[src/design/audio_peak_level_meter_macros.svh]
// Assertion macros shared by the peak level meter RTL.
// Needs a clock named i_clk and an active-low reset named i_rst_n in scope.
`ifndef AUDIO_PEAK_LEVEL_METER_MACROS_SVH
`define AUDIO_PEAK_LEVEL_METER_MACROS_SVH

`ifndef SYNTH
// Condition must hold at every clock edge out of reset
`define APLM_ASSERT_ALWAYS(lbl, cond) \
    lbl: assert property (@(posedge i_clk) disable iff (!i_rst_n) (cond)) \
        else $error("aplm: invariant violated");
// Consequent must hold in the cycle after the antecedent
`define APLM_ASSERT_NEXT(lbl, ante, cons) \
    lbl: assert property (@(posedge i_clk) disable iff (!i_rst_n) (ante) |=> (cons)) \
        else $error("aplm: next-cycle check failed");
// Consequent must hold in the same cycle as the antecedent
`define APLM_ASSERT_IMPL(lbl, ante, cons) \
    lbl: assert property (@(posedge i_clk) disable iff (!i_rst_n) (ante) |-> (cons)) \
        else $error("aplm: implication failed");
`else
`define APLM_ASSERT_ALWAYS(lbl, cond)
`define APLM_ASSERT_NEXT(lbl, ante, cons)
`define APLM_ASSERT_IMPL(lbl, ante, cons)
`endif

`endif

[src/design/aplm_pkg.sv]
// Package for the audio peak level meter: widths, constants, config struct,
// magnitude and bar-position functions. No dependencies.
`timescale 1ns / 1ps

package aplm_pkg;

    localparam int SMP_W    = 16;
    localparam int PEAK_W   = 15;
    localparam int CNT_W    = 8;
    localparam int BAR_W    = 4;
    localparam int ADDR_W   = 3;
    localparam int DATA_W   = 32;

    localparam logic [CNT_W-1:0]  PERIOD_RST       = 8'd10;
    localparam logic [PEAK_W-1:0] PEAK_MAX         = 15'h7FFF;
    localparam logic [PEAK_W-1:0] SMALL_PEAK_LIMIT = 15'd250;

    // peak / 1000 as (peak * 33555) >> 25, exact for all 15-bit peaks
    localparam int              RECIP_SHIFT = 25;
    localparam logic [15:0]     RECIP_1000  = 16'd33555;
    localparam int              PROD_W      = PEAK_W + 16;
    localparam int              POS_W       = 6;
    localparam int              BAR_ENTRIES = 33;
    localparam logic [POS_W-1:0] POS_LAST   = 6'd32;

    // Register word index (paddr[2])
    typedef enum logic [0:0] {
        REG_UPDATE_PERIOD = 1'b0
    } t_reg_idx;

    typedef struct packed {
        logic [CNT_W-1:0] update_period;
    } t_cfg;

    localparam logic [BAR_W-1:0] BAR_TABLE [BAR_ENTRIES] = '{
        4'd0, 4'd1, 4'd2, 4'd3, 4'd4, 4'd4, 4'd5, 4'd5, 4'd5, 4'd5, 4'd6,
        4'd6, 4'd6, 4'd6, 4'd6, 4'd7, 4'd7, 4'd7, 4'd7, 4'd8, 4'd8, 4'd8,
        4'd9, 4'd9, 4'd9, 4'd9, 4'd9, 4'd9, 4'd9, 4'd9, 4'd9, 4'd9, 4'd9
    };

    // Absolute value, most negative input saturates to full scale
    function automatic logic [PEAK_W-1:0] magnitude(input logic signed [SMP_W-1:0] smp);
        logic [SMP_W-1:0] neg;
        neg = SMP_W'(-smp);
        if (!smp[SMP_W-1]) begin
            return smp[PEAK_W-1:0];
        end else if (smp == {1'b1, {(SMP_W-1){1'b0}}}) begin
            return PEAK_MAX;
        end else begin
            return neg[PEAK_W-1:0];
        end
    endfunction

    // Bar position from a peak value
    function automatic logic [BAR_W-1:0] bar_of(input logic [PEAK_W-1:0] peak);
        logic [PROD_W-1:0] prod;
        logic [POS_W-1:0]  pos;
        prod = PROD_W'(peak) * PROD_W'(RECIP_1000);
        pos  = prod[RECIP_SHIFT +: POS_W];
        if (pos == '0 && peak > SMALL_PEAK_LIMIT) begin
            pos = POS_W'(1);
        end
        if (pos > POS_LAST) begin
            pos = POS_LAST;
        end
        return BAR_TABLE[pos];
    endfunction

endpackage

[src/design/aplm_in_if.sv]
// Sample input channel: valid/ready handshake with sample payload.
// Depends on aplm_pkg for field widths.
`timescale 1ns / 1ps

interface aplm_in_if;
    logic                                valid;
    logic                                ready;
    logic signed [aplm_pkg::SMP_W-1:0]   sample;
    logic                                sample_valid;
    logic                                frame_last;

    modport source (output valid, output sample, output sample_valid,
                    output frame_last, input ready);
    modport sink   (input valid, input sample, input sample_valid,
                    input frame_last, output ready);
endinterface

[src/design/aplm_out_if.sv]
// Level result channel: valid/ready handshake with meter payload.
// Depends on aplm_pkg for field widths.
`timescale 1ns / 1ps

interface aplm_out_if;
    logic                          valid;
    logic                          ready;
    logic [aplm_pkg::BAR_W-1:0]    bar_level;
    logic [aplm_pkg::PEAK_W-1:0]   full_range_level;
    logic [aplm_pkg::CNT_W-1:0]    frame_count;
    logic                          updated;

    modport source (output valid, output bar_level, output full_range_level,
                    output frame_count, output updated, input ready);
    modport sink   (input valid, input bar_level, input full_range_level,
                    input frame_count, input updated, output ready);
endinterface

[src/design/aplm_regs.sv]
// APB configuration register file for the peak level meter (update period).
// Depends on aplm_pkg.
`timescale 1ns / 1ps

module aplm_regs (
    input  logic                          i_clk,
    input  logic                          i_rst_n,
    input  logic                          psel,
    input  logic                          penable,
    input  logic                          pwrite,
    input  logic [aplm_pkg::ADDR_W-1:0]   paddr,
    input  logic [aplm_pkg::DATA_W-1:0]   pwdata,
    output logic [aplm_pkg::DATA_W-1:0]   prdata,
    output logic                          pready,
    output aplm_pkg::t_cfg                o_cfg
);

    logic [aplm_pkg::CNT_W-1:0] r_period;
    logic                       w_sel_period;
    logic                       w_wr;

    // word decode, byte offset ignored
    assign w_sel_period = (paddr[2] == aplm_pkg::REG_UPDATE_PERIOD);
    assign w_wr         = psel && penable && pwrite && pready;
    assign pready       = 1'b1;

    always_ff @(posedge i_clk) begin
        if (!i_rst_n) begin
            r_period <= aplm_pkg::PERIOD_RST;
        end else if (w_wr && w_sel_period) begin
            r_period <= pwdata[aplm_pkg::CNT_W-1:0];
        end
    end

    // read back
    always_comb begin
        prdata = '0;
        if (w_sel_period) begin
            prdata = aplm_pkg::DATA_W'(r_period);
        end
    end

    assign o_cfg.update_period = r_period;

endmodule

[src/design/aplm_core.sv]
// Meter datapath: input register, peak/frame/bar state update, result register.
// Depends on aplm_pkg, aplm_in_if, aplm_out_if and the assertion macro header.
`timescale 1ns / 1ps
`include "audio_peak_level_meter_macros.svh"

module aplm_core (
    input  logic            i_clk,
    input  logic            i_rst_n,
    input  aplm_pkg::t_cfg  i_cfg,
    aplm_in_if.sink         i_smp,
    aplm_out_if.source      o_lvl
);

    // input register
    logic                                r_in_vld;
    logic signed [aplm_pkg::SMP_W-1:0]   r_sample;
    logic                                r_smp_vld;
    logic                                r_last;

    // meter state
    logic [aplm_pkg::PEAK_W-1:0] r_peak, n_peak;
    logic [aplm_pkg::CNT_W-1:0]  r_cnt, n_cnt;
    logic [aplm_pkg::BAR_W-1:0]  r_bar, n_bar;
    logic [aplm_pkg::PEAK_W-1:0] r_pub, n_pub;

    // result register
    logic                        r_out_vld;
    logic [aplm_pkg::BAR_W-1:0]  r_out_bar;
    logic [aplm_pkg::PEAK_W-1:0] r_out_full;
    logic [aplm_pkg::CNT_W-1:0]  r_out_cnt;
    logic                        r_out_upd;
    logic                        n_upd;

    logic                        w_out_free;
    logic                        w_adv;
    logic                        w_in_fire;
    logic                        w_hit;
    logic [aplm_pkg::PEAK_W-1:0] w_mag;
    logic [aplm_pkg::PEAK_W-1:0] w_peak_new;

    // handshake: result slot free, stage advance, input accept
    assign w_out_free  = !r_out_vld || o_lvl.ready;
    assign w_adv       = r_in_vld && w_out_free;
    assign i_smp.ready = !r_in_vld || w_out_free;
    assign w_in_fire   = i_smp.valid && i_smp.ready;

    always_ff @(posedge i_clk) begin
        if (!i_rst_n) begin
            r_in_vld <= 1'b0;
        end else if (i_smp.ready) begin
            r_in_vld <= i_smp.valid;
        end
    end

    always_ff @(posedge i_clk) begin
        if (w_in_fire) begin
            r_sample  <= i_smp.sample;
            r_smp_vld <= i_smp.sample_valid;
            r_last    <= i_smp.frame_last;
        end
    end

    // peak merge, frame counter check, publish and decay
    always_comb begin
        w_mag      = aplm_pkg::magnitude(r_sample);
        w_peak_new = r_peak;
        if (r_smp_vld && w_mag > r_peak) begin
            w_peak_new = w_mag;
        end
        w_hit = r_last && (r_cnt == i_cfg.update_period);

        n_peak = w_peak_new;
        n_cnt  = r_cnt;
        n_bar  = r_bar;
        n_pub  = r_pub;
        n_upd  = 1'b0;
        if (w_hit) begin
            n_cnt  = '0;
            n_pub  = w_peak_new;
            n_bar  = aplm_pkg::bar_of(w_peak_new);
            n_peak = w_peak_new >> 2;
            n_upd  = 1'b1;
        end else if (r_last) begin
            n_cnt = r_cnt + 1'b1;
        end
    end

    always_ff @(posedge i_clk) begin
        if (!i_rst_n) begin
            r_peak <= '0;
            r_cnt  <= '0;
            r_bar  <= '0;
            r_pub  <= '0;
        end else if (w_adv) begin
            r_peak <= n_peak;
            r_cnt  <= n_cnt;
            r_bar  <= n_bar;
            r_pub  <= n_pub;
        end
    end

    // result word
    always_ff @(posedge i_clk) begin
        if (!i_rst_n) begin
            r_out_vld <= 1'b0;
        end else if (w_out_free) begin
            r_out_vld <= w_adv;
        end
    end

    always_ff @(posedge i_clk) begin
        if (w_adv) begin
            r_out_bar  <= n_bar;
            r_out_full <= n_pub;
            r_out_cnt  <= n_cnt;
            r_out_upd  <= n_upd;
        end
    end

    assign o_lvl.valid            = r_out_vld;
    assign o_lvl.bar_level        = r_out_bar;
    assign o_lvl.full_range_level = r_out_full;
    assign o_lvl.frame_count      = r_out_cnt;
    assign o_lvl.updated          = r_out_upd;

    // checks
    `APLM_ASSERT_IMPL(a_upd_clears_cnt, r_out_vld && r_out_upd, r_out_cnt == '0)
    `APLM_ASSERT_NEXT(a_decay, w_adv && w_hit, r_peak == (r_pub >> 2))
    `APLM_ASSERT_IMPL(a_zero_bar_small, r_out_vld && r_out_bar == '0,
                      r_out_full <= aplm_pkg::SMALL_PEAK_LIMIT)
    `APLM_ASSERT_NEXT(a_result_held, r_out_vld && !o_lvl.ready,
                      r_out_vld && $stable(r_out_full))
    `APLM_ASSERT_ALWAYS(a_bar_range, r_bar <= 4'd9)

endmodule

[src/design/audio_peak_level_meter.sv]
// Audio peak level meter: an accepted sample passes the input register, then the result
// register. Throughput one word per cycle while o_lvl.ready holds; the two registers
// decouple the two sides, and the peak/counter update is combinational between them.
// Synchronous active-low reset clears peak, counter, bar and published level,
// and loads update period 10.
// Depends on aplm_pkg, aplm_in_if, aplm_out_if, aplm_regs and aplm_core.
`timescale 1ns / 1ps

module audio_peak_level_meter (
    input  logic                          i_clk,
    input  logic                          i_rst_n,
    aplm_in_if.sink                       i_smp,
    aplm_out_if.source                    o_lvl,
    input  logic                          psel,
    input  logic                          penable,
    input  logic                          pwrite,
    input  logic [aplm_pkg::ADDR_W-1:0]   paddr,
    input  logic [aplm_pkg::DATA_W-1:0]   pwdata,
    output logic [aplm_pkg::DATA_W-1:0]   prdata,
    output logic                          pready
);

    aplm_pkg::t_cfg w_cfg;

    // configuration registers
    aplm_regs u_regs (
        .i_clk   (i_clk),
        .i_rst_n (i_rst_n),
        .psel    (psel),
        .penable (penable),
        .pwrite  (pwrite),
        .paddr   (paddr),
        .pwdata  (pwdata),
        .prdata  (prdata),
        .pready  (pready),
        .o_cfg   (w_cfg)
    );

    // meter datapath
    aplm_core u_core (
        .i_clk   (i_clk),
        .i_rst_n (i_rst_n),
        .i_cfg   (w_cfg),
        .i_smp   (i_smp),
        .o_lvl   (o_lvl)
    );

endmodule
[src/flat_wrapper.sv]
// flat-port wrapper written by rule: the top's interface ports become plain ports
module audio_peak_level_meter_flat 
  (i_clk, i_rst_n, psel, penable, pwrite, paddr, pwdata, prdata, pready, i_smp_valid, i_smp_sample, i_smp_sample_valid, i_smp_frame_last, i_smp_ready, o_lvl_valid, o_lvl_bar_level, o_lvl_full_range_level, o_lvl_frame_count, o_lvl_updated, o_lvl_ready);
  aplm_in_if i_smp_i ();
  aplm_out_if o_lvl_i ();
  input  logic i_clk;
  input  logic i_rst_n;
  input  logic psel;
  input  logic penable;
  input  logic pwrite;
  input  logic [aplm_pkg::ADDR_W-1:0] paddr;
  input  logic [aplm_pkg::DATA_W-1:0] pwdata;
  output logic [aplm_pkg::DATA_W-1:0] prdata;
  output logic pready;
  input wire logic [$bits(i_smp_i.valid)-1:0] i_smp_valid;
  input wire logic [$bits(i_smp_i.sample)-1:0] i_smp_sample;
  input wire logic [$bits(i_smp_i.sample_valid)-1:0] i_smp_sample_valid;
  input wire logic [$bits(i_smp_i.frame_last)-1:0] i_smp_frame_last;
  output wire logic [$bits(i_smp_i.ready)-1:0] i_smp_ready;
  output wire logic [$bits(o_lvl_i.valid)-1:0] o_lvl_valid;
  output wire logic [$bits(o_lvl_i.bar_level)-1:0] o_lvl_bar_level;
  output wire logic [$bits(o_lvl_i.full_range_level)-1:0] o_lvl_full_range_level;
  output wire logic [$bits(o_lvl_i.frame_count)-1:0] o_lvl_frame_count;
  output wire logic [$bits(o_lvl_i.updated)-1:0] o_lvl_updated;
  input wire logic [$bits(o_lvl_i.ready)-1:0] o_lvl_ready;
  assign i_smp_i.valid = i_smp_valid;
  assign i_smp_i.sample = i_smp_sample;
  assign i_smp_i.sample_valid = i_smp_sample_valid;
  assign i_smp_i.frame_last = i_smp_frame_last;
  assign i_smp_ready = i_smp_i.ready;
  assign o_lvl_valid = o_lvl_i.valid;
  assign o_lvl_bar_level = o_lvl_i.bar_level;
  assign o_lvl_full_range_level = o_lvl_i.full_range_level;
  assign o_lvl_frame_count = o_lvl_i.frame_count;
  assign o_lvl_updated = o_lvl_i.updated;
  assign o_lvl_i.ready = o_lvl_ready;
  audio_peak_level_meter u_core (.i_clk(i_clk), .i_rst_n(i_rst_n), .i_smp(i_smp_i), .o_lvl(o_lvl_i), .psel(psel), .penable(penable), .pwrite(pwrite), .paddr(paddr), .pwdata(pwdata), .prdata(prdata), .pready(pready));
endmodule
[config.mk]
export PLATFORM = sky130hd
export DESIGN_NAME = audio_peak_level_meter_flat
export DESIGN_NICKNAME = d
export VERILOG_FILES = /design/src/design/aplm_pkg.sv /design/src/design/aplm_in_if.sv /design/src/design/aplm_out_if.sv /design/src/design/aplm_regs.sv /design/src/design/aplm_core.sv /design/src/design/audio_peak_level_meter.sv /design/src/flat_wrapper.sv
export VERILOG_INCLUDE_DIRS = /design/src /design/src/design
export SDC_FILE = /design/constraint.sdc
export NUM_CORES = 1
export LEC_CHECK = 0
export ABC_AREA = 0
export BUFFER_PORTS_ARGS = -buffer_cell sky130_fd_sc_hd__buf_2
export CORE_MARGIN = 10
export CORE_UTILIZATION = 55
export DETAILED_ROUTE_END_ITERATION = 8
export GPL_ROUTABILITY_DRIVEN = 0
export PLACE_DENSITY = 0.81
export SYNTH_ARGS = -nofsm -noshare
export SYNTH_HDL_FRONTEND = slang
export SYNTH_SLANG_ARGS = --single-unit
[constraint.sdc]
create_clock -name i_clk -period 18.4 [get_ports i_clk]
set_input_delay 1.84 -clock i_clk [delete_from_list [all_inputs] [get_ports i_clk]]
set_output_delay 1.84 -clock i_clk [all_outputs]
set_load 0.02 [all_outputs]
Word level (Yosys, flattened, before mapping)
Memory sizes are Yosys's and may differ from the RTL's.
Cells that the tools add are included.
Word-level totals
  word-level logic and storage cells: 55
  output and inout port bits: 63
  memories kept: 1
  flip-flop bits (word level): 98
  ROM bits: 256
Operators by class
  add/sub/neg operators: 2
  reductions and logical operators: 13
  multipliers: 1
  bitwise logic cells: 2
  mux-type cells: 16
  order comparisons: 4
  eq/ne operators: 2
Memory list
  (no name shown): words 64, bits a word 4, rd ports 1, clocked after memory_dff 0, wr ports 0, RTL line aplm_pkg.sv:66  | return BAR_TABLE[pos];
Operators with widths (number)
  2-to-1 mux 15 bit: 5
  multiplier 15 x 16 -> 31 bit, second input constant: 1
  2-to-1 mux 6 bit: 4
  2-to-1 mux 8 bit: 3
  equality test 16 bit, second input constant: 1
  greater-than comparator 15 bit: 1
  greater-than comparator 15 x 8 -> 1 bit, second input constant: 1
  negation 15 bit: 1
  2-to-1 mux 4 bit: 3
  adder 8 x 1 -> 8 bit, second input constant: 1
  equality test 8 bit: 1
  logical AND 1 bit: 8
  greater-or-equal comparator 7 bit, second input constant: 1
  inverter 6 -> 7 bit: 1
  greater-than comparator 6 bit, second input constant: 1
  zero test 6 bit: 1
  zero test 1 bit: 2
  logical OR 1 bit: 2
  2-to-1 mux 1 bit: 1
  inverter 1 bit: 1

Logic depth before layout (Yosys ltp)
Gate-level depths: netlist (run 1).
  depth after elaboration: 19
  depth in mapped cells: 36

Modules after synthesis
Synthesis (run 1) repeated with hierarchy kept, for this count alone.
Second synthesis, totals
  cells, all modules: 941
  area, all modules: 8583.2 µm²
By module, submodules not included
  aplm_core: cells an instance 871, area an instance 7982.7 µm², instances 1, sequential area each 2262.2 µm²
  aplm_regs: cells an instance 70, area an instance 600.6 µm², instances 1, sequential area each 160.2 µm²

Worst setup path before layout (run 1)
No wires, ideal clock.
  path type: reg2reg
  from: register u_core.u_core.r_sample[0] (netlist name)
  to: register u_core.u_core.r_out_bar (netlist bit u_core.u_core.o_lvl.bar_level[0]) (data pin)
  stages on the path, launching flop included: 36
  setup time: 269 ps
  data required time: 18131 ps
  path slack: 10028 ps
  period minus slack after synthesis: 8372 ps
  data arrival time: 8103 ps
  buffers on the path: 2
  cell sequence: edfxtp_1 inv_1 ha_1 or4b_4 nor2_2 and3_1 nor2_1 mux2i_1 ha_1 and4_1 a211o_1 o21ba_2 buf_2 buf_2 mux2i_1 inv_1 ha_1 ha_1 ha_1 inv_1 fa_1 inv_1 fa_1 inv_1 fa_1 inv_1 ha_1 and3_1 a221o_1 a22oi_1 a31oi_1 o21ai_0 a221o_1 nor4_1 nor3_1 a31oi_1
Between the ends
  word-level cells in the longest chain between the ends: 19
  elaborated cells on any way between the ends: 21
  those cells by class: add/sub (1); mul (1); order compare (3); eq/ne (1); mux (10); bitwise (1); reduce/logical (3); memory (1)
RTL lines
  start, declared: RTL line aplm_core.sv:16  | logic signed [aplm_pkg::SMP_W-1:0] r_sample;
  start signal, assigned: RTL line aplm_core.sv:57  | r_sample <= i_smp.sample;
  negation 15 bit / equality test 16 bit (equally long branches): RTL line aplm_pkg.sv:44, aplm_pkg.sv:47
  2-to-1 mux 15 bit: RTL line aplm_pkg.sv:47  | end else if (smp == {1'b1, {(SMP_W-1){1'b0}}}) begin
  2-to-1 mux 15 bit (*): RTL line aplm_pkg.sv:45  | if (!smp[SMP_W-1]) begin
  greater-than comparator 15 bit: RTL line aplm_core.sv:67  | if (r_smp_vld && w_mag > r_peak) begin
  logical AND 1 bit: RTL line aplm_core.sv:67
  2-to-1 mux 15 bit (*): RTL line aplm_core.sv:67
  multiplier 15 x 16 -> 31 bit: RTL line aplm_pkg.sv:58  | prod = PROD_W'(peak) * PROD_W'(RECIP_1000);
  zero test 6 bit: RTL line aplm_pkg.sv:60  | if (pos == '0 && peak > SMALL_PEAK_LIMIT) begin
  [3 not listed]
  greater-than comparator 6 bit: RTL line aplm_pkg.sv:63  | if (pos > POS_LAST) begin
  2-to-1 mux 6 bit (*): RTL line aplm_pkg.sv:63
  2-to-1 mux 6 bit (*): RTL line aplm_core.sv:77  | if (w_hit) begin
  inverter 6 -> 7 bit (not written as such) (*): RTL line aplm_pkg.sv:66
  memory (64 x 4 bit) (*)
  2-to-1 mux 4 bit (not written as such) (*) (2 in a row): RTL line aplm_pkg.sv:66
  2-to-1 mux 4 bit (*): RTL line aplm_core.sv:77
  named net u_core.u_core.n_bar, one bit: RTL line aplm_core.sv:23  | logic [aplm_pkg::BAR_W-1:0] r_bar, n_bar;
  end signal, assigned: RTL line aplm_core.sv:113  | r_out_bar <= n_bar;
  end, declared: RTL line aplm_core.sv:28  | logic [aplm_pkg::BAR_W-1:0] r_out_bar;
The timed path passes the listed nets; every way through them passes the cells marked *. The select of a mux whose other input is x is not followed.
A chain may end at the register's enable or synchronous reset.

Final worst setup path (run 1)
Same ends and word-level chain as after synthesis.

==> results.md, run 1 <==
* Post-Synth Adder-Cell Area at 0.2834
* EDFF count, synth at 46
* Commonest non-fill, non-tap cell in the layout: ha_1
* Cell Int Power at 510.7 uW
* Worst EP required at 18,460 ps
* Final Hold Fails at 0
* Fraction of power spent switching nets at 0.4138
* ANT cells at 0
* RSZ-0062 raised after global routing: false
* FF-to-FF path depth at 32
* Largest net degree at the start of global routing at 54
* Compound-Gate Fraction of Synth Area at 0.1524
* Hold depth at 2
* Fin crit share at 0.5296
* Sequential fraction of the synthesis area at 0.2856
* Combinational Power Share at 0.515
* Total die area at 0.02079 mm^2
* Rel. slew slack at 0.3164
* Via count at 6,689
* Vias per cell at 5.707
* Core region area at 0.01515 mm^2
* Clock H-tree levels at 3
* Worst Hold Path EP: u_core.u_core.r_pub[0]
* Pre-Repair DR Iteration Count at 5
* Reg-to-Reg Start: u_core.u_core.r_sample[0]
* Die width at 144.2 um
* Clk Tree Root Cell: clkbuf_16
* Worst path slowest cell: o21bai_1
* Cells after Synth at 920
* Post-synthesis cell area at 0.008482 mm^2
* Total Nets Final at 1,209
* Filler Cells Inserted at 1,289
* Port Buf Inserts at 71
* Skew final at 5.610 ps
* Crit path max fanout at 12
* Area grow syn2layout at 8.526%
* Fin crit period at 9746 ps
* Multiplexer share of the synthesized area at 0.01313
* FF-to-FF setup slack at 8650 ps
* FMAX at 0.1026 GHz
* Max incr delay on CP at 660 ps
* #FFs+latches synth at 98
* Critical Path AT at 9810 ps
* Synth Warn # at 0
* Largest family of logic cells by synthesized area: adder cells
* Total Routing Usage GR at 0.1885
* Netlist cell types at 83
* Multi-input logic area at 0.005398 mm^2
* Slew Limit Fails at 0
* Hold Path Class: reg -> reg
* Clock-pin slew on the worst setup and hold paths at 70 ps
* # setup viols final at 0
* Top cells by area, synth: ha_1, edfxtp_1, dfxtp_1
* Worst Path Class, Setup: reg -> reg
* Post-CTS sizing at 0
* DRC viols at 0
* Total grt overflow at 0
* Routed WL per cell at 16.76 um
* Hold Crit Start: u_core.u_core.r_pub[0]
* Ports at 123
* Initial Utilization at 0.5600
* Worst hold margin at 457.3 ps
* Synth async-reset ratio at 0
* Share of total power in sequential cells at 0.279
* CTS buffer count at 9
* HPWL Detailed at 15,700 um
* Clock Power Share at 0.205
* Antenna viol nets, final at 0
* Critical path capture point type: flop
* CTS tree: built
* Mean Syn Cell Area at 9.219 um^2
* Commonest cells after routing, fill and taps aside: ha_1, inv_1, nand2_1, buf_2, nor2_1
* Yosys top cell area share at 0.2006
* Worst-Skew Late Latency at 340 ps
* Main flop type after synthesis: dfxtp_1
* Total Wirelength at 19,640 um
* Least-Margin Pin Slew at 1024 ps
* Cell taking the most area after synthesis: ha_1
* Reg area at 0.002422 mm^2
* Simple-Gate Fraction of Synth Area at 0.1432
* Leakage power at 0.004329 uW
* Pwr dens at 94.66 mW/mm^2
* Initial detailed-routing violation count at 536
* Vias in the first global route at 6,396
* Critical path's most frequent cell: ha_1
* Setup TNS at 0 ps
* XOR/XNOR share of the synthesized area at 0.03319
* Critical path launch point type: flop
* Max Cap Viol at 0
* CTS Buffer Depth at 2
* Status: finished, final reports clean
* Rows at 45
* Number of post-CTS setup repair buffers at 0
* Initial antenna violation count at 0
* Layout cells sized above 1 at 0.1280
* RR Endpoint: u_core.u_core.o_lvl.bar_level[0]
* Clock Sinks at 98
* Worst vdd ir at 0.04878 mV
* First-pass GRT wire length at 31,670 um
* CTS Hold Bufs at 0
* Die Ht at 144.2 um
* Psw at 360.6 uW
## sequential cells by signal, summed over array words and instances, names as in the netlist, 4 cells and up
name and count:
u_core.u_core.r_cnt 8, u_core.u_core.r_sample 16, u_core.u_core.r_pub 15, u_core.u_core.o_lvl.bar_level 4, u_core.u_core.o_lvl.full_range_level 15, u_core.u_core.r_bar 4, u_core.u_regs.o_cfg 8, u_core.u_core.o_lvl.frame_count 8
u_core.u_core.r_peak 15
## cells by family (layout without fill, tap and decap cells)
kind of cell | after synthesis | after routing
other cells | 2 | 25
mux | 11 | 11
flops | 98 | 98
compound gates | 194 | 194
buf+inv | 171 | 212
fa+ha+maj | 172 | 172
xor+xnor | 30 | 30
simple gates | 242 | 242
## cells in the mapped netlist, types with 4 or more instances
master    number
a21oi_1       58
dfxtp_1       52
buf_4         25
ha_1         136
a211oi_1      16
clkbuf_1      25
nor4_1         4
inv_1        114
or3_1          4
o21ai_0       34
o211ai_1      12
nor2b_1       10
nand2_1       85
xnor2_1       19
nor3_1         7
nor2_1        67
a21o_1        15
nand4_1       14
nand3_1       17
xor2_1        10
o21a_1         6
edfxtp_1      46
a31oi_1       13
mux2i_1       10
fa_1          34
and3_1         4
buf_2          4
## critical path, delay by kind of cell, from the launching register on
kind                     cells  cell delay, ps
AO/OA/AOI/OAI                9            2730
XOR/XNOR                     2             710
adder cells (fa/ha/maj)      9            3360
buffers and inverters        3             490
flip-flops                   1             460
AND/OR/NAND/NOR              9            1710
## per-layer routing
metal	global-route usage	vias to the layer above	wire length, um
li1	-	3273	-
met1	0.2519	3122	8502
met2	0.3012	249	9109
met3	0.03542	45	1518
met4	0.06064	0	509
met5	0	-	0
## through the flow
| stage | utilization | setup slack (ps) | area (um^2) | total power, uW | std cells |
|---|---|---|---|---|---|
| floorplan | - | 10030 | 8568 | 584.4 | 943 |
| global placement | 0.5885 | 9009 | 8914 | 679.0 | 1156 |
| detailed placement | 0.5885 | 8874 | 8914 | 695.0 | 1156 |
| CTS | 0.6078 | 8800 | 9205 | 875.3 | 1172 |
| global route | 0.6078 | 8007 | 9205 | 953.1 | 1172 |
| finish | 0.6078 | 8654 | 9205 | 871.3 | 1172 |
## power by group through the flow
stage	Sequential, uW	Clock (uW)	Combinational, uW
after global placement	248	0	431
after floorplan	249	0	336
after global routing	244	190	519
final	243	179	449
after detailed placement	248	0	447
after CTS	243	181	452
## how the worst max path moves through the flow
stage	start	end	cells past startpoint
after floorplan	u_core.u_core.r_sample[0]	u_core.u_core.o_lvl.bar_level[0]	35
after global placement	u_core.u_core.r_sample[1]	u_core.u_core.o_lvl.bar_level[0]	31
after detailed placement	u_core.u_core.r_sample[0]	u_core.u_core.o_lvl.bar_level[0]	31
after CTS	u_core.u_core.r_sample[0]	u_core.u_core.o_lvl.bar_level[0]	31
after global routing	u_core.u_core.r_sample[1]	u_core.u_core.o_lvl.bar_level[0]	31
final	u_core.u_core.r_sample[0]	u_core.u_core.o_lvl.bar_level[0]	32
## layout make-up
type | instances | share of cell area
tap | 188 | 0.02555
sequential | 98 | 0.2632
timing repair buffer | 80 | 0.04594
inverter | 116 | 0.04730
multi-input combinational | 674 | 0.5864
clock inverter | 7 | 0.007204
clock buffer | 9 | 0.02447
No activity file was read; power rests on OpenSTA's default activity.
==> run 2, diff against run 1 <==
--- a/config.mk
+++ b/config.mk
@@ -9,10 +9,10 @@
 export ABC_AREA = 0
 export BUFFER_PORTS_ARGS = -buffer_cell sky130_fd_sc_hd__buf_2
 export CORE_MARGIN = 10
-export CORE_UTILIZATION = 55
+export CORE_UTILIZATION = 53
 export DETAILED_ROUTE_END_ITERATION = 8
 export GPL_ROUTABILITY_DRIVEN = 0
-export PLACE_DENSITY = 0.81
+export PLACE_DENSITY = 0.82
 export SYNTH_ARGS = -nofsm -noshare
 export SYNTH_HDL_FRONTEND = slang
 export SYNTH_SLANG_ARGS = --single-unit
==> constraint.sdc (replaced) <==
create_clock -name i_clk -period 7.85 [get_ports i_clk]
set_input_delay 0.785 -clock i_clk [delete_from_list [all_inputs] [get_ports i_clk]]
set_output_delay 0.785 -clock i_clk [all_outputs]
set_load 0.02 [all_outputs]
==> run 2 against run 1 <==
Compared with the run above:
- worst hold slack improved by 2.4 ps
- sequential power increased by 130%
- critical path type unchanged
- flip-flop and latch count unchanged
- total power rose to 3.0 times the previous value
- highest routed layer unchanged
- final area rose by 21%
- the run now ends with setup timing left
- largest cell class unchanged
- sequential share of layout area is 4.6 points lower
==> results.md, run 2 (same netlist as run 1, synthesis figures left out) <==
* Total die area at 0.02146 mm^2 (+3.2%)
* Critical path's most frequent cell: fa_2
* HPWL Detailed at 17,540 um (+12%)
* Filler Cells Inserted at 1,062 (-18%)
* Pre-Repair DR Iteration Count at 8 (+3)
* Reg-to-Reg Start: u_core.u_core.r_sample[5]
* Worst Path Class, Setup: reg -> reg
* Max reg flops at 16 (unchanged)
* Ports at 123 (unchanged)
* ANT cells at 0 (unchanged)
* CTS buffer count at 9 (unchanged)
* Initial Utilization at 0.5378 (-0.02217)
* RR Endpoint: u_core.u_core.o_lvl.bar_level[0]
* Commonest non-fill, non-tap cell in the layout: buf_4
* CTS Hold Bufs at 0 (unchanged)
* FF-to-FF path depth at 31 (-3.1%)
* Multi-input logic area at 0.006122 mm^2 (+13%)
* Max Cap Viol at 0 (unchanged)
* Area grow syn2layout at 31.55%
* Hold Path Class: reg -> reg
* Setup ws final at -644.4 ps (-9299 ps)
* FF-to-FF setup slack at -640 ps (-9300 ps)
* Worst EP required at 8040 ps (-10,420 ps)
* Slew Limit Fails at 0 (unchanged)
* DRC viols at 0 (unchanged)
* Fin crit period at 8494 ps (-1251 ps)
* Vias in the first global route at 7,571 (+18%)
* CTS Buffer Depth at 2 (unchanged)
* Largest net degree at the start of global routing at 54 (unchanged)
* Vias per cell at 5.859 (+2.7%)
* Crit path to: u_core.u_core.o_lvl.bar_level[0]
* Max incr delay on CP at 590 ps (-70 ps)
* Skew final at 8.601 ps (+2.991 ps)
* Clk Tree Root Cell: clkbuf_16
* Critical path launch point type: flop
* Least-Margin Pin Slew at 1093 ps (+68.99 ps)
* Total Routing Usage GR at 0.2131 (+0.02468)
* Initial antenna violation count at 0 (unchanged)
* Violations in the final reports: setup timing
* Worst Setup SP: u_core.u_core.r_sample[5]
* Clock H-tree levels at 3 (unchanged)
* Commonest cells after routing, fill and taps aside: buf_4, ha_1, inv_1, nand2_1, buf_2
* Routed WL per cell at 19.06 um (+14%)
* Rel. slew slack at 0.2712 (-0.04524)
* Clock Sinks at 98 (unchanged)
* Fin crit share at 1.082 (+0.5524)
* Crit path max fanout at 5 (-7)
* Reg area at 0.002422 mm^2 (unchanged)
* Total Wirelength at 25,700 um (+31%)
* Design area at 0.01116 mm^2 (+21%)
* Total Nets Final at 1,357 (+12%)
* Leakage power at 0.005170 uW (+19%)
* Final Hold Fails at 0 (unchanged)
* Worst hold margin at 459.7 ps (+2.355 ps)
* Die width at 146.5 um (+1.6%)
* FMAX at 0.1177 GHz (+15%)
* First-pass GRT wire length at 37,980 um (+20%)
* Worst-Skew Late Latency at 350 ps (about the same)
* Initial detailed-routing violation count at 833 (+55%)
* Die Ht at 146.5 um (+1.6%)
* # setup viols final at 8 (+8)
* Layout cells sized above 1 at 0.3207 (+0.1926)
* Critical Path AT at 8680 ps (-1130 ps)
* Worst slack, placed at -662.8 ps (-9536 ps)
* Status: finished, violations left
* Setup TNS at -4297 ps (-4297 ps)
* Worst vdd ir at 0.1739 mV (+260%)
* Via count at 7,898 (+18%)
* Pwr dens at 233.7 mW/mm^2 (+150%)
* Core region area at 0.01577 mm^2 (+4.1%)
* CTS tree: built
* Worst path slowest cell: or4_4
* RSZ-0062 raised after global routing: true
* Final core occ at 0.7076 (+0.09979)
* Antenna viol nets, final at 0 (unchanged)
* Cell area after placement at 0.009975 mm^2 (+12%)
* Rows at 46 (+2.2%)
* Critical path capture point type: flop
* Port Buf Inserts at 71 (unchanged)
* Total grt overflow at 0 (unchanged)
* Clock-pin slew on the worst setup and hold paths at 70 ps (about the same)
* Top reg by flops: u_core.u_core.r_sample
==> run 2: cell types whose count changed in the layout (fill, tap and decap cells not counted), moves of 5 or more <==
| cell | change |
|---|---|
| o21ai_2 | +6 |
| ha_1 | -26 |
| fa_2 | +5 |
| ha_4 | +23 |
| o21ai_0 | -13 |
| buf_4 | +139 |
| buf_6 | +7 |
| fa_1 | -5 |
| inv_1 | -11 |
| inv_2 | +9 |
==> run 2: where the power goes <==
part	total, uW	switching, uW	leakage, uW	internal [uW]
logic	1570	838	0.00415	735
registers	566	13.6	0.000864	552
clock network	468	212	0.000156	256
total	2610	1060	0.00517	1540
==> run 2: how the worst min path moves through the flow <==
| stage | startpoint | to | slack, ps | cells past startpoint |
|---|---|---|---|---|
| 6_report | u_core.u_core.r_pub[9] | u_core.u_core.r_pub[9] | 460 | 2 |
| 5_1_grt | u_core.u_core.r_pub[0] | u_core.u_core.r_pub[0] | 480 | 2 |
| 4_1_cts | u_core.u_core.r_pub[9] | u_core.u_core.r_pub[9] | 460 | 2 |
| 3_5_place_dp | u_core.u_core.r_peak[4] | u_core.u_core.r_peak[4] | 450 | 2 |
| 3_3_place_gp | u_core.u_core.r_peak[4] | u_core.u_core.r_peak[4] | 440 | 2 |
| 2_1_floorplan | u_core.u_core.r_peak[11] | u_core.u_core.r_peak[11] | 430 | 2 |
==> run 2: worst max-delay path: cells and delay by family, from the launching register on <==
family | cells | cell delay (ps)
adder cells (fa/ha/maj) | 7 | 2920
AND/OR/NAND/NOR | 8 | 1790
buffers and inverters | 6 | 760
flip-flops | 1 | 380
multiplexers | 1 | 260
AO/OA/AOI/OAI | 8 | 1980
XOR/XNOR | 1 | 220
==> run 2: area by class of cell <==
cell class / instances / share of cell area
multi-input cells: 674 / 0.5487
flip-flops and latches: 98 / 0.2171
repair buffers: 228 / 0.1421
inverters: 116 / 0.03947
well taps: 216 / 0.02422
clock buffers: 9 / 0.02018
clock inverters: 7 / 0.008298
==> run 2: per-layer routing <==
metal  part of all wire  wire, um  GRT usage
met5                  0         0          0
met4              0.047      1210    0.07658
met3              0.087      2225    0.03925
met2               0.49     12640     0.3717
met1               0.37      9625     0.2560
==> run 2: metrics by stage <==
step,cells,power [uW]
after floorplan,943,1441
after global placement,1297,1779
after detailed placement,1297,1827
after CTS,1339,2420
after global routing,1348,2775
final,1348,2608
==> run 2: timing repair <==
action | 4_1_cts | 5_1_grt
pin swaps | 52 | 34
setup endpoints to repair | 8 | 8
buffers inserted | 26 | 9
resized for setup | 60 | 45
==> run 3, diff against run 2 <==
--- a/config.mk
+++ b/config.mk
@@ -7,11 +7,12 @@
 export NUM_CORES = 1
 export LEC_CHECK = 0
 export ABC_AREA = 0
-export BUFFER_PORTS_ARGS = -buffer_cell sky130_fd_sc_hd__buf_2
+export BUFFER_PORTS_ARGS = -buffer_cell sky130_fd_sc_hd__buf_4
 export CORE_MARGIN = 10
 export CORE_UTILIZATION = 53
 export DETAILED_ROUTE_END_ITERATION = 8
 export GPL_ROUTABILITY_DRIVEN = 0
+export GPL_TIMING_DRIVEN = 0
 export PLACE_DENSITY = 0.82
 export SYNTH_ARGS = -nofsm -noshare
 export SYNTH_HDL_FRONTEND = slang
==> run 3 against run 2 <==
Compared with the run above:
- the flow still finishes with violations (setup timing)
- flip-flop and latch count did not move
- via count fell by 1.2%
- final area fell by 0.99%
- total power fell by 4.5%
- fmax fell by 3.6%
- worst setup slack got worse by 320 ps
- critical endpoint is now u_core.u_core.o_lvl.bar_level[3]
- highest routed layer unchanged
==> results.md, run 3 (same netlist as run 1, synthesis figures left out) <==
* Critical Path AT at 9010 ps (+330 ps)
* Crit path max fanout at 8 (+3)
* Routed WL per cell at 19.74 um (+3.6%)
* Pre-Repair DR Iteration Count at 6 (-2)
* Max reg flops at 16 (unchanged)
* Leakage power at 0.005010 uW (-3.1%)
* Fin crit share at 1.123 (+0.04054)
* RR Endpoint: u_core.u_core.o_lvl.bar_level[3]
* HPWL Detailed at 16,840 um (-4.0%)
* Initial antenna violation count at 0 (unchanged)
* Clock Sinks at 98 (unchanged)
* Die width at 146.5 um (unchanged)
* Pwr dens at 225.4 mW/mm^2 (-3.5%)
* Skew final at 10.68 ps (+2.076 ps)
* Total Wirelength at 26,120 um (+1.6%)
* Die Ht at 146.5 um (unchanged)
* Layout cells sized above 1 at 0.2900 (-0.03070)
* Setup ws final at -962.6 ps (-318.3 ps)
* Initial Utilization at 0.5378 (unchanged)
* Antenna viol nets, final at 0 (unchanged)
* Total die area at 0.02146 mm^2 (unchanged)
* CTS tree: built
* Top reg by flops: u_core.u_core.r_sample
* Worst Setup SP: u_core.u_core.r_sample[1]
* Clock H-tree levels at 3 (unchanged)
* Total grt overflow at 0 (unchanged)
* Clk Tree Root Cell: clkbuf_16
* Critical path launch point type: flop
* Violations in the final reports: setup timing
* Final Hold Fails at 0 (unchanged)
* Rel. slew slack at 0.4251 (+0.1539)
* Final core occ at 0.7006 (-0.006982)
* Worst EP required at 8050 ps (about the same)
* Fin crit period at 8813 ps (+318.3 ps)
* Initial detailed-routing violation count at 748 (-10%)
* Largest net degree at the start of global routing at 38 (-30%)
* FMAX at 0.1135 GHz (-3.6%)
* Critical path's most frequent cell: ha_4
* Status: finished, violations left
* Total Nets Final at 1,332 (-1.8%)
* Core region area at 0.01577 mm^2 (unchanged)
* Ports at 123 (unchanged)
* CTS buffer count at 9 (unchanged)
* RSZ-0062 raised after global routing: true
* First-pass GRT wire length at 38,660 um (+1.8%)
* Commonest non-fill, non-tap cell in the layout: buf_4
* Max incr delay on CP at 590 ps (about the same)
* # setup viols final at 8 (unchanged)
* FF-to-FF setup slack at -960 ps (-320 ps)
* Worst Path Class, Setup: reg -> reg
* Crit path to: u_core.u_core.o_lvl.bar_level[3]
* Hold Path Class: reg -> reg
* Via count at 7,804 (-1.2%)
* Worst vdd ir at 0.2013 mV (+16%)
* DRC viols at 0 (unchanged)
* Vias in the first global route at 7,613 (+0.55%)
* Hold depth at 2 (unchanged)
* Rows at 46 (unchanged)
* CTS Buffer Depth at 2 (unchanged)
* Reg-to-Reg Start: u_core.u_core.r_sample[1]
* CTS Hold Bufs at 0 (unchanged)
* Vias per cell at 5.899 (+0.68%)
* Worst-Skew Late Latency at 350 ps (about the same)
* Total Routing Usage GR at 0.2187 (+0.005588)
* Worst path slowest cell: fa_1
* FF-to-FF path depth at 33 (+6.5%)
* Critical path capture point type: flop
* Commonest cells after routing, fill and taps aside: buf_4, ha_1, inv_1, nand2_1, nor2_1
* Slew Limit Fails at 0 (unchanged)
* Max Cap Viol at 0 (unchanged)
* Area grow syn2layout at 30.26%
* Clock-pin slew on the worst setup and hold paths at 70 ps (about the same)
* Worst slack, placed at -1369 ps (-705.7 ps)
* Least-Margin Pin Slew at 862.4 ps (-230.8 ps)
* ANT cells at 0 (unchanged)
* Port Buf Inserts at 71 (unchanged)
[run 3: cell count changes in the layout (fill, tap and decap cells not counted), sizes merged]
cell | previous run | this run
buf | 228 | 177
clkbuf | 9 | 34
inv | 119 | 118
bufbuf | 0 | 1
bufinv | 1 | 0
clkinv | 3 | 5
[run 3: layout make-up]
| class | instances | area, um^2 |
|---|---|---|
| multi-input cells | 674 | 6131 |
| fillers | 1108 | 4722 |
| flip-flops and latches | 98 | 2422 |
| repair buffers | 149 | 1155 |
| inverters | 116 | 447.9 |
| plain buffers | 54 | 335.3 |
| well taps | 216 | 270.3 |
| clock buffers | 9 | 225.2 |
| clock inverters | 7 | 61.31 |
[run 3: critical path: cells and delay by family (launching register included)]
family	cells	cell delay, ps
flip-flops	1	400
adder cells (fa/ha/maj)	10	3790
AO/OA/AOI/OAI	8	2030
multiplexers	1	200
buffers and inverters	6	550
AND/OR/NAND/NOR	8	1680
[run 3: metal layers]
layer	part of all wire	wire length, um	GRT usage
met1	0.37	9613	0.2519
met2	0.47	12170	0.3687
met3	0.097	2522	0.05501
met4	0.069	1811	0.1116
met5	0	0	0
[run 3: metrics by stage]
stage	total power, uW	cells	TNS [ps]	hold WS [ps]	instance area, um^2
2_1_floorplan	1441	943	0	431.9	8751
6_report	2491	1323	-6973	459.9	11050
3_3_place_gp	1689	1230	-10110	441.8	9554
5_1_grt	2652	1323	-8101	482.3	11050
4_1_cts	2339	1305	-1909	459.2	10780
3_5_place_dp	1725	1230	-9505	448.6	9555
[run 3: timing repair]
item,CTS,global route
gates resized for setup,87,28
gates cloned,2,0
buffers inserted,57,19
setup endpoints to repair,8,8
pin swaps,55,39
[run 3: worst min-delay path by stage]
stage	start	end	slack, ps
5_1_grt	u_core.u_core.r_peak[4]	u_core.u_core.r_peak[4]	480
3_3_place_gp	u_core.u_core.r_peak[4]	u_core.u_core.r_peak[4]	440
6_report	u_core.u_core.r_peak[4]	u_core.u_core.r_peak[4]	460
3_5_place_dp	u_core.u_core.r_pub[0]	u_core.u_core.r_pub[0]	450
2_1_floorplan	u_core.u_core.r_peak[11]	u_core.u_core.r_peak[11]	430
4_1_cts	u_core.u_core.r_pub[0]	u_core.u_core.r_pub[0]	460
[run 3: report_power, final]
part | switching, uW | leakage, uW | total (uW) | internal (uW)
clock network | 203 | 0.000141 | 424 | 221
registers | 16.8 | 0.000864 | 570 | 553
logic | 819 | 0.00400 | 1500 | 678
